## config.mk

```make
export PLATFORM = sky130hd
export DESIGN_NAME = url_percent_codec_flat
export DESIGN_NICKNAME = d
export VERILOG_FILES = /design/src/rtl/upc_pkg.sv /design/src/rtl/upc_in_if.sv /design/src/rtl/upc_out_if.sv /design/src/rtl/url_percent_codec.sv /design/src/flat_wrapper.sv
export VERILOG_INCLUDE_DIRS = /design/src /design/src/rtl
export SDC_FILE = /design/constraint.sdc
export NUM_CORES = 1
export LEC_CHECK = 0
export ABC_AREA = 0
export CORE_AREA = 4 4 79 81
export DETAILED_ROUTE_END_ITERATION = 10
export DIE_AREA = 0 0 83 85
export DONT_BUFFER_PORTS = 1
export PLACE_DENSITY = 0.87
export SLEW_MARGIN = 15
export SYNTH_ARGS = -nofsm -noshare
export SYNTH_HDL_FRONTEND = slang
export SYNTH_SLANG_ARGS = --single-unit
```

## constraint.sdc

```tcl
create_clock -name i_clk -period 4.4 [get_ports i_clk]
set_input_delay 0.66 -clock i_clk [delete_from_list [all_inputs] [get_ports i_clk]]
set_output_delay 0.66 -clock i_clk [all_outputs]
set_load 0.01 [all_outputs]
```

## src/rtl/url_percent_codec_macros.svh

```systemverilog
// Assertion macros for the URL percent codec.
// Included by the top level; expands to nothing when SYNTHESIS is defined.
`ifndef URL_PERCENT_CODEC_MACROS_SVH
`define URL_PERCENT_CODEC_MACROS_SVH

`ifndef SYNTHESIS

// same-cycle implication
`define UPC_ASSERT_IMP(lbl, clk, rst_n, ante, cons) \
    lbl: assert property (@(posedge clk) disable iff (!(rst_n)) (ante) |-> (cons)) \
        else $error("upc assertion failed");

// next-cycle implication
`define UPC_ASSERT_NXT(lbl, clk, rst_n, ante, cons) \
    lbl: assert property (@(posedge clk) disable iff (!(rst_n)) (ante) |=> (cons)) \
        else $error("upc assertion failed");

`else

`define UPC_ASSERT_IMP(lbl, clk, rst_n, ante, cons)
`define UPC_ASSERT_NXT(lbl, clk, rst_n, ante, cons)

`endif

`endif

```

## src/rtl/upc_pkg.sv

```systemverilog
// Package for the URL percent codec: codes, result type and character classes.
// No dependencies; used by the top level.
package upc_pkg;

    // mode register values
    localparam logic [1:0] MODE_STRICT = 2'd0;
    localparam logic [1:0] MODE_PART   = 2'd1;
    localparam logic [1:0] MODE_DECODE = 2'd2;
    localparam logic [1:0] MODE_CHECK  = 2'd3;

    // status codes
    localparam logic [1:0] ST_OK       = 2'd0;
    localparam logic [1:0] ST_ILLEGAL  = 2'd1;
    localparam logic [1:0] ST_BAD_HEX  = 2'd2;
    localparam logic [1:0] ST_TRUNC    = 2'd3;

    // register index of the mode register
    localparam logic REG_MODE = 1'b0;

    localparam logic [7:0] CH_PERCENT = 8'h25;
    localparam logic [4:0] HEX_NONE   = 5'd16;
    localparam int unsigned RES_DEPTH = 3;

    // escape tracking
    typedef enum logic [1:0] {
        ESC_NONE = 2'd0,
        ESC_HIGH = 2'd1,
        ESC_LOW  = 2'd2
    } t_esc;

    typedef struct packed {
        logic [7:0] out_byte;
        logic       has_byte;
        logic       end_of_string;
        logic [1:0] status;
    } t_result;

    function automatic logic is_alnum(input logic [7:0] b);
        return (b >= 8'h30 && b <= 8'h39) || (b >= 8'h41 && b <= 8'h5a) ||
               (b >= 8'h61 && b <= 8'h7a);
    endfunction

    // . , : / \ _ - ~ !
    function automatic logic in_strict(input logic [7:0] b);
        logic mark;
        case (b)
            8'h2e, 8'h2c, 8'h3a, 8'h2f, 8'h5c, 8'h5f, 8'h2d, 8'h7e, 8'h21: mark = 1'b1;
            default: mark = 1'b0;
        endcase
        return mark | is_alnum(b);
    endfunction

    // . , _ - !
    function automatic logic in_part(input logic [7:0] b);
        logic mark;
        case (b)
            8'h2e, 8'h2c, 8'h5f, 8'h2d, 8'h21: mark = 1'b1;
            default: mark = 1'b0;
        endcase
        return mark | is_alnum(b);
    endfunction

    // . , : / \ _ - @ & * + ~ ! ( ) [ ] '
    function automatic logic in_lax(input logic [7:0] b);
        logic mark;
        case (b)
            8'h2e, 8'h2c, 8'h3a, 8'h2f, 8'h5c, 8'h5f, 8'h2d, 8'h40, 8'h26,
            8'h2a, 8'h2b, 8'h7e, 8'h21, 8'h28, 8'h29, 8'h5b, 8'h5d, 8'h27: mark = 1'b1;
            default: mark = 1'b0;
        endcase
        return mark | is_alnum(b);
    endfunction

    // digit value, HEX_NONE when not a hex digit
    function automatic logic [4:0] hex_value(input logic [7:0] b);
        logic [7:0] v;
        v = 8'h00;
        if (b >= 8'h30 && b <= 8'h39) begin
            v = b - 8'h30;
        end else if (b >= 8'h41 && b <= 8'h46) begin
            v = b - 8'h37;
        end else if (b >= 8'h61 && b <= 8'h66) begin
            v = b - 8'h57;
        end else begin
            v = {3'b000, HEX_NONE};
        end
        return v[4:0];
    endfunction

    // uppercase hex digit
    function automatic logic [7:0] hex_char(input logic [3:0] v);
        return (v < 4'd10) ? (8'h30 + {4'h0, v}) : (8'h37 + {4'h0, v});
    endfunction

endpackage

```

## src/rtl/upc_in_if.sv

```systemverilog
// Input channel of the URL percent codec: one string byte per request.
// No dependencies.
interface upc_in_if;
    logic       valid;
    logic       ready;
    logic [7:0] in_byte;
    logic       in_last;

    modport source (output valid, output in_byte, output in_last, input ready);
    modport sink   (input valid, input in_byte, input in_last, output ready);
endinterface

```

## src/rtl/upc_out_if.sv

```systemverilog
// Output channel of the URL percent codec: one result per request.
// No dependencies.
interface upc_out_if;
    logic       valid;
    logic       ready;
    logic [7:0] out_byte;
    logic       has_byte;
    logic       end_of_string;
    logic [1:0] status;

    modport source (output valid, output out_byte, output has_byte,
                    output end_of_string, output status, input ready);
    modport sink   (input valid, input out_byte, input has_byte,
                    input end_of_string, input status, output ready);
endinterface

```

## src/rtl/url_percent_codec.sv

```systemverilog
// URL percent codec top level: encode, decode and syntax check on a byte stream.
// Depends on upc_pkg, upc_in_if, upc_out_if and url_percent_codec_macros.svh.
//
//  channel  | dir | payload                                   | handshake
//  ---------+-----+-------------------------------------------+-------------
//  i_in     | in  | in_byte[7:0], in_last                      | valid/ready
//  o_out    | out | out_byte[7:0], has_byte, end_of_string,    | valid/ready
//           |     | status[1:0]                                |
//  APB      | in  | mode register at byte address 0            | psel/penable
//
// An accepted byte is processed in the cycle it is taken and its results are
// loaded into a three-entry result buffer that drains one result per cycle while
// the output is ready. A new byte is taken once the buffer holds at most one
// result being taken, so the three results of an escaped encode byte block input.
// Synchronous active-low reset clears the codec state, the mode and the buffer.
// A stalled output simply holds the buffer head and blocks the input.
`include "url_percent_codec_macros.svh"

module url_percent_codec (
    input  logic        i_clk,
    input  logic        i_rst_n,
    upc_in_if.sink      i_in,
    upc_out_if.source   o_out,
    input  logic        i_psel,
    input  logic        i_penable,
    input  logic        i_pwrite,
    input  logic [2:0]  i_paddr,
    input  logic [31:0] i_pwdata,
    output logic [31:0] o_prdata,
    output logic        o_pready
);
    import upc_pkg::*;

    logic [1:0] r_mode;
    t_esc       r_phase, n_phase;
    logic [3:0] r_hinib, n_hinib;
    logic [1:0] r_err, n_err;
    t_result    r_res [RES_DEPTH];
    t_result    n_res [RES_DEPTH];
    logic [1:0] r_cnt;
    logic [1:0] n_cnt;

    logic       in_fire, out_fire;
    logic [7:0] b;
    logic [4:0] hv;
    logic       is_enc, is_check;
    logic       cfg_wr;

    // register port
    assign o_pready = 1'b1;
    assign cfg_wr   = i_psel & i_penable & i_pwrite;
    assign o_prdata = (i_paddr[2] == REG_MODE) ? {30'd0, r_mode} : 32'd0;

    always_ff @(posedge i_clk) begin
        if (!i_rst_n) begin
            r_mode <= MODE_STRICT;
        end else if (cfg_wr && i_paddr[2] == REG_MODE) begin
            r_mode <= i_pwdata[1:0];
        end
    end

    // handshakes
    assign out_fire   = o_out.valid & o_out.ready;
    assign i_in.ready = (r_cnt == 2'd0) || (r_cnt == 2'd1 && o_out.ready);
    assign in_fire    = i_in.valid & i_in.ready;

    assign b        = i_in.in_byte;
    assign hv       = hex_value(b);
    assign is_enc   = (r_mode == MODE_STRICT) || (r_mode == MODE_PART);
    assign is_check = (r_mode == MODE_CHECK);

    // next codec state
    always_comb begin
        n_phase = r_phase;
        n_hinib = r_hinib;
        n_err   = r_err;
        if (is_enc) begin
            n_phase = ESC_NONE;
        end else if (r_err == ST_OK) begin
            if (r_phase == ESC_NONE) begin
                if (is_check && in_lax(b)) begin
                    n_phase = ESC_NONE;
                end else if (b == CH_PERCENT) begin
                    n_phase = ESC_HIGH;
                end else if (is_check) begin
                    n_err = ST_ILLEGAL;
                end
            end else if (hv == HEX_NONE) begin
                n_err   = ST_BAD_HEX;
                n_phase = ESC_NONE;
            end else if (r_phase == ESC_HIGH) begin
                n_hinib = hv[3:0];
                n_phase = ESC_LOW;
            end else begin
                n_phase = ESC_NONE;
            end
        end
        // string end: flag an open escape, then back to idle
        if (i_in.in_last) begin
            if (n_err == ST_OK && n_phase != ESC_NONE) begin
                n_err = ST_TRUNC;
            end
        end
    end

    // results of the byte
    always_comb begin
        n_res = '{default: '0};
        n_cnt = 2'd0;
        if (is_enc) begin
            if (r_err == ST_OK) begin
                if ((r_mode == MODE_STRICT) ? in_strict(b) : in_part(b)) begin
                    n_res[0] = '{out_byte: b, has_byte: 1'b1,
                                 end_of_string: 1'b0, status: ST_OK};
                    n_cnt = 2'd1;
                end else begin
                    n_res[0] = '{out_byte: CH_PERCENT, has_byte: 1'b1,
                                 end_of_string: 1'b0, status: ST_OK};
                    n_res[1] = '{out_byte: hex_char(b[7:4]), has_byte: 1'b1,
                                 end_of_string: 1'b0, status: ST_OK};
                    n_res[2] = '{out_byte: hex_char(b[3:0]), has_byte: 1'b1,
                                 end_of_string: 1'b0, status: ST_OK};
                    n_cnt = 2'd3;
                end
            end
        end else if (r_err == ST_OK && !is_check) begin
            if (r_phase == ESC_NONE && b != CH_PERCENT) begin
                // decode passes plain bytes through
                n_res[0] = '{out_byte: b, has_byte: 1'b1,
                             end_of_string: 1'b0, status: ST_OK};
                n_cnt = 2'd1;
            end else if (r_phase == ESC_LOW && hv != HEX_NONE) begin
                n_res[0] = '{out_byte: {r_hinib, hv[3:0]}, has_byte: 1'b1,
                             end_of_string: 1'b0, status: ST_OK};
                n_cnt = 2'd1;
            end
        end
        // final status rides on the last result, or on a status-only result
        if (i_in.in_last) begin
            case (n_cnt)
                2'd0: begin
                    n_res[0] = '{out_byte: 8'h00, has_byte: 1'b0,
                                 end_of_string: 1'b1, status: n_err};
                    n_cnt = 2'd1;
                end
                2'd1: begin
                    n_res[0].end_of_string = 1'b1;
                    n_res[0].status        = n_err;
                end
                2'd3: begin
                    n_res[2].end_of_string = 1'b1;
                    n_res[2].status        = n_err;
                end
                default: begin
                    n_res[1].end_of_string = 1'b1;
                    n_res[1].status        = n_err;
                end
            endcase
        end
    end

    // codec state
    always_ff @(posedge i_clk) begin
        if (!i_rst_n) begin
            r_phase <= ESC_NONE;
            r_hinib <= 4'h0;
            r_err   <= ST_OK;
        end else if (in_fire) begin
            if (i_in.in_last) begin
                r_phase <= ESC_NONE;
                r_hinib <= 4'h0;
                r_err   <= ST_OK;
            end else begin
                r_phase <= n_phase;
                r_hinib <= n_hinib;
                r_err   <= n_err;
            end
        end
    end

    // result buffer: load on accept, shift on take
    always_ff @(posedge i_clk) begin
        if (!i_rst_n) begin
            r_cnt <= 2'd0;
        end else if (in_fire) begin
            r_cnt <= n_cnt;
        end else if (out_fire) begin
            r_cnt <= r_cnt - 2'd1;
        end
    end

    always_ff @(posedge i_clk) begin
        if (in_fire) begin
            r_res <= n_res;
        end else if (out_fire) begin
            r_res[0] <= r_res[1];
            r_res[1] <= r_res[2];
        end
    end

    assign o_out.valid         = (r_cnt != 2'd0);
    assign o_out.out_byte      = r_res[0].out_byte;
    assign o_out.has_byte      = r_res[0].has_byte;
    assign o_out.end_of_string = r_res[0].end_of_string;
    assign o_out.status        = r_res[0].status;

    // checks
    `UPC_ASSERT_IMP(a_load_only_when_free, i_clk, i_rst_n, in_fire, (r_cnt == 2'd0) || (r_cnt == 2'd1 && out_fire))
    `UPC_ASSERT_IMP(a_eos_is_last_entry, i_clk, i_rst_n, o_out.valid && o_out.end_of_string, r_cnt == 2'd1)
    `UPC_ASSERT_IMP(a_status_only_ends, i_clk, i_rst_n, o_out.valid && !o_out.has_byte, o_out.end_of_string)
    `UPC_ASSERT_NXT(a_idle_after_last, i_clk, i_rst_n, in_fire && i_in.in_last, r_phase == ESC_NONE && r_err == ST_OK)

endmodule
```

## src/flat_wrapper.sv

```systemverilog
// flat-port wrapper written by rule: the top's interface ports become plain ports
module url_percent_codec_flat import upc_pkg::*;
  (i_clk, i_rst_n, i_psel, i_penable, i_pwrite, i_paddr, i_pwdata, o_prdata, o_pready, i_in_valid, i_in_in_byte, i_in_in_last, i_in_ready, o_out_valid, o_out_out_byte, o_out_has_byte, o_out_end_of_string, o_out_status, o_out_ready);
  upc_in_if i_in_i ();
  upc_out_if o_out_i ();
  input  logic i_clk;
  input  logic i_rst_n;
  input  logic i_psel;
  input  logic i_penable;
  input  logic i_pwrite;
  input  logic [2:0] i_paddr;
  input  logic [31:0] i_pwdata;
  output logic [31:0] o_prdata;
  output logic o_pready;
  input wire logic [$bits(i_in_i.valid)-1:0] i_in_valid;
  input wire logic [$bits(i_in_i.in_byte)-1:0] i_in_in_byte;
  input wire logic [$bits(i_in_i.in_last)-1:0] i_in_in_last;
  output wire logic [$bits(i_in_i.ready)-1:0] i_in_ready;
  output wire logic [$bits(o_out_i.valid)-1:0] o_out_valid;
  output wire logic [$bits(o_out_i.out_byte)-1:0] o_out_out_byte;
  output wire logic [$bits(o_out_i.has_byte)-1:0] o_out_has_byte;
  output wire logic [$bits(o_out_i.end_of_string)-1:0] o_out_end_of_string;
  output wire logic [$bits(o_out_i.status)-1:0] o_out_status;
  input wire logic [$bits(o_out_i.ready)-1:0] o_out_ready;
  assign i_in_i.valid = i_in_valid;
  assign i_in_i.in_byte = i_in_in_byte;
  assign i_in_i.in_last = i_in_in_last;
  assign i_in_ready = i_in_i.ready;
  assign o_out_valid = o_out_i.valid;
  assign o_out_out_byte = o_out_i.out_byte;
  assign o_out_has_byte = o_out_i.has_byte;
  assign o_out_end_of_string = o_out_i.end_of_string;
  assign o_out_status = o_out_i.status;
  assign o_out_i.ready = o_out_ready;
  url_percent_codec u_core (.i_clk(i_clk), .i_rst_n(i_rst_n), .i_in(i_in_i), .o_out(o_out_i), .i_psel(i_psel), .i_penable(i_penable), .i_pwrite(i_pwrite), .i_paddr(i_paddr), .i_pwdata(i_pwdata), .o_prdata(o_prdata), .o_pready(o_pready));
endmodule
```

==> reports/metrics.yaml <==
yosys:
  synthArstFlopShare_pct: 0
  ys_seq_area_share_pct: 37.9
  synth_edf_count: 34
  netlist-cell-type-count: 73
  ys_ff_latch: 46
  synth_warnings: 0
  syn_avg_cell_area_um2: 9.14
  synth_area_mm2: 0.00333
  synthFlopType: "edfxtp_1"
  syn_inst: 364
cells_and_area:
  fin_nets: 407
  nFillCells: 470
  diodes: 0
  fin_area_mm2: 0.00327
  seq_area_mm2: 0.00126
  multi_input_area_mm2: 0.00174
  synthToLayoutAreaGrowth_pct: -1.84
  drive_above_1_share_pct: 8.70
global_route:
  overflow: 0
  grt_usage_pct: 20.4
  antenna_found_initial: 0
  grt_pass1_vias: 2361
  grt_first_pass_wirelength_um: 11900
  grt_start_max_net_pins: 29
status:
  outcome: "finished clean"
route:
  via_per_inst: 6.24
  wirelength_um: 7350
  drtAntennaViolNets: 0
  drt-pass1-iter-count: 6
  vias: 2603
  avgRoutedWirePerCell_um: 17.6
  first_iter_violations: 286
  drc_errors: 0
floorplan:
  die_y_um: 85
  placementRows: 27
  num_io_pins: 98
  initial_core_util_pct: 60.8
  dieArea_mm2: 0.00706
  coreArea_mm2: 0.00547
  dieWidth_um: 83
clock_network:
  cts_hold_buf: 0
  cts_buffer_depth: 2
  numCtsBuffers: 5
  clock-sinks: 46
  cts_resized: 0
  cts_tree: "done"
  cts.reportedPaths.clkPinSlew_ns: 0.09
  htreeDepth: 2
  clock_latency_ns: 0.30
  clock-root-buffer: "clkbuf_8"
  cts_setup_buffers: 0
timing:
  clock_skew_ns: 0.0103
  hold_viol: 0
  timing.slew.headroom_pct: 59.9
  period_minus_slack_ns: 3.43
  clock.fmax_ghz: 0.291
  worst_slew_pin_slew_ns: 0.601
  tns_ns: 0
  rsz0062_at_grt: "false"
  slew_violations: 0
  finalCritPeriodShare_pct: 78.0
  final-setup-viol-count: 0
setup_path:
  required_ns: 4.47
  path_cells: "inv_1, ha_1, or4b_4, a311oi_1, a311oi_1, nor4_4, nand2_2, o41ai_1"
  worst-setup-path-type: "in2reg"
  crit_path_max_incr_delay_ns: 0.52
  slowest_stage: "o41ai_1"
  start_kind: "primary input"
  path_max_fanout: 18
  cp_data_arrival_time_ns: 3.50
  crit_top_cell: "a311oi_1"
  end_kind: "flip-flop"
power:
  power_w: 0.00111
  irDropWorstVdd_mv: 0.224
  seq_power_share_pct: 52.9
  power_switching_w: 0.000332
  p_int_w: 0.000779
  sw_frac_of_total_pct: 29.9
  leakage_nw: 1.25
  clockPowerShare_pct: 26.1
  power_frac_comb_pct: 21.0
  pwr_density_cell_mw_per_mm2: 340
placed_design:
  place.gp.congestion: 0.944
  io_buffers: 0
  dpl.hpwl_um: 5250
  place_area_mm2: 0.00316
hold_path:
  hold_class: "in2reg"
flow_run:
  max-cap-violations: 0
cell usage in the layout, fill, tap and decap left out, types with 4 or more instances in the layout:
cell type,Yosys,final
nor2_1,36,36
edfxtp_1,34,34
conb_1,2,33
nand2_1,32,32
a21oi_1,13,13
o21ai_0,13,13
nor2b_1,12,12
inv_1,12,12
ha_1,12,12
dfxtp_1,12,12
nand3_1,8,8
o21ai_1,6,6
a32o_1,5,5
nand2b_1,5,5
nor3_1,5,5
and2_1,5,5
and3_1,5,5
clkbuf_8,0,5
nand4_1,4,4
a31oi_1,4,4
cell type report:
| cell class | instances | area share (%) |
|---|---|---|
| Inverter | 13 | 1.49 |
| Clock inverter | 2 | 0.421 |
| Multi-Input combinational cell | 276 | 53.4 |
| Clock buffer | 6 | 2.87 |
| Tap cell | 72 | 2.76 |
| Sequential cell | 46 | 38.6 |
| Timing Repair Buffer | 2 | 0.460 |
power by group through the flow:
stage          Combinational [W]  Clock (W)  Sequential [W]
6_report                0.000234   0.000290        0.000588
5_1_grt                 0.000261   0.000312        0.000593
4_1_cts                 0.000231   0.000296        0.000590
3_5_place_dp            0.000229          0        0.000599
3_3_place_gp            0.000221          0        0.000594
2_1_floorplan           0.000254          0        0.000577
sequential cells by signal, summed over array words and instances, names as in the netlist, 2 cells and up:
| signal | cells |
|---|---|
| u_core.r_hinib | 4 |
| u_core.r_mode | 2 |
| u_core.r_err | 2 |
| u_core.o_out.status | 2 |
| u_core.r_cnt | 2 |
| u_core.o_out.out_byte | 8 |
| u_core.r_phase | 2 |
| u_core.r_res | 22 |
cell families after synthesis:
group,count (synthesis),share of synthesized area [%]
adders and majority gates,12,4.51
muxes,4,1.28
xor gates and xnor gates,5,1.32
DFF,46,37.9
and+or+nand+nor,140,22.8
AOI/OAI and AO/OA,82,18.8
buffers and inverters,73,13.2
other,2,0.226
worst paths after layout:
check / cells after the start / startpoint / to / slack (ns)
hold / removal: 1 / i_rst_n / u_core.r_mode[0] / 0.48
setup / recovery: 8 / i_in_in_byte[0] / u_core.r_res[22] / 0.97
setup reg to reg: 11 / u_core.r_cnt[0] / u_core.o_out.status[0] / 2.03
hold reg to reg: 1 / u_core.r_hinib[3] / u_core.r_hinib[3] / 0.51
cells in the mapped netlist (3+ instances only):
master | count | area [um2]
buf_2 | 3 | 15.0
clkbuf_1 | 14 | 52.6
nand3b_1 | 3 | 22.5
nor2_1 | 36 | 135
a31oi_1 | 4 | 25.0
and2_1 | 5 | 31.3
a32o_1 | 5 | 50.1
a22oi_1 | 3 | 22.5
a21oi_1 | 13 | 65.1
ha_1 | 12 | 150
nor2b_1 | 12 | 75.1
nand3_1 | 8 | 40.0
and4_1 | 3 | 26.3
nor3_1 | 5 | 25.0
o21ai_1 | 6 | 30.0
a221oi_1 | 3 | 26.3
nand4_1 | 4 | 25.0
nand2_1 | 32 | 120
o21ai_0 | 13 | 65.1
nor3b_1 | 3 | 22.5
nand2b_1 | 5 | 31.3
dfxtp_1 | 12 | 240
buf_4 | 41 | 308
edfxtp_1 | 34 | 1020
inv_1 | 12 | 45.0
nor4_1 | 3 | 18.8
or3_1 | 3 | 18.8
xnor2_1 | 3 | 26.3
and3_1 | 5 | 31.3
a32oi_1 | 3 | 26.3
worst max-delay path: cells and delay by family:
kind | cells | cell delay [ns]
compound gates | 3 | 1.02
buf+inv | 1 | 0.20
simple gates | 3 | 1.31
fa+ha+maj | 1 | 0.29
metal layers:
| layer | GRT usage (%) | routed length (um) |
|---|---|---|
| met4 | 6.09 | 126 |
| met2 | 33.0 | 3540 |
| met5 | 0 | 0 |
| met3 | 4.27 | 622 |
| met1 | 27.7 | 3060 |
per-stage QoR:
| step | instances | setup slack, ns | util [%] | hold slack [ns] |
|---|---|---|---|---|
| global placement | 409 | 0.785 | 57.7 | 0.480 |
| CTS | 417 | 1.02 | 59.7 | 0.477 |
| global route | 417 | 0.740 | 59.7 | 0.469 |
| floorplan | 395 | 1.04 | - | 0.469 |
| detailed placement | 409 | 0.750 | 57.7 | 0.491 |
| finish | 417 | 0.966 | 59.7 | 0.480 |
(Power assumes the default switching activity.)
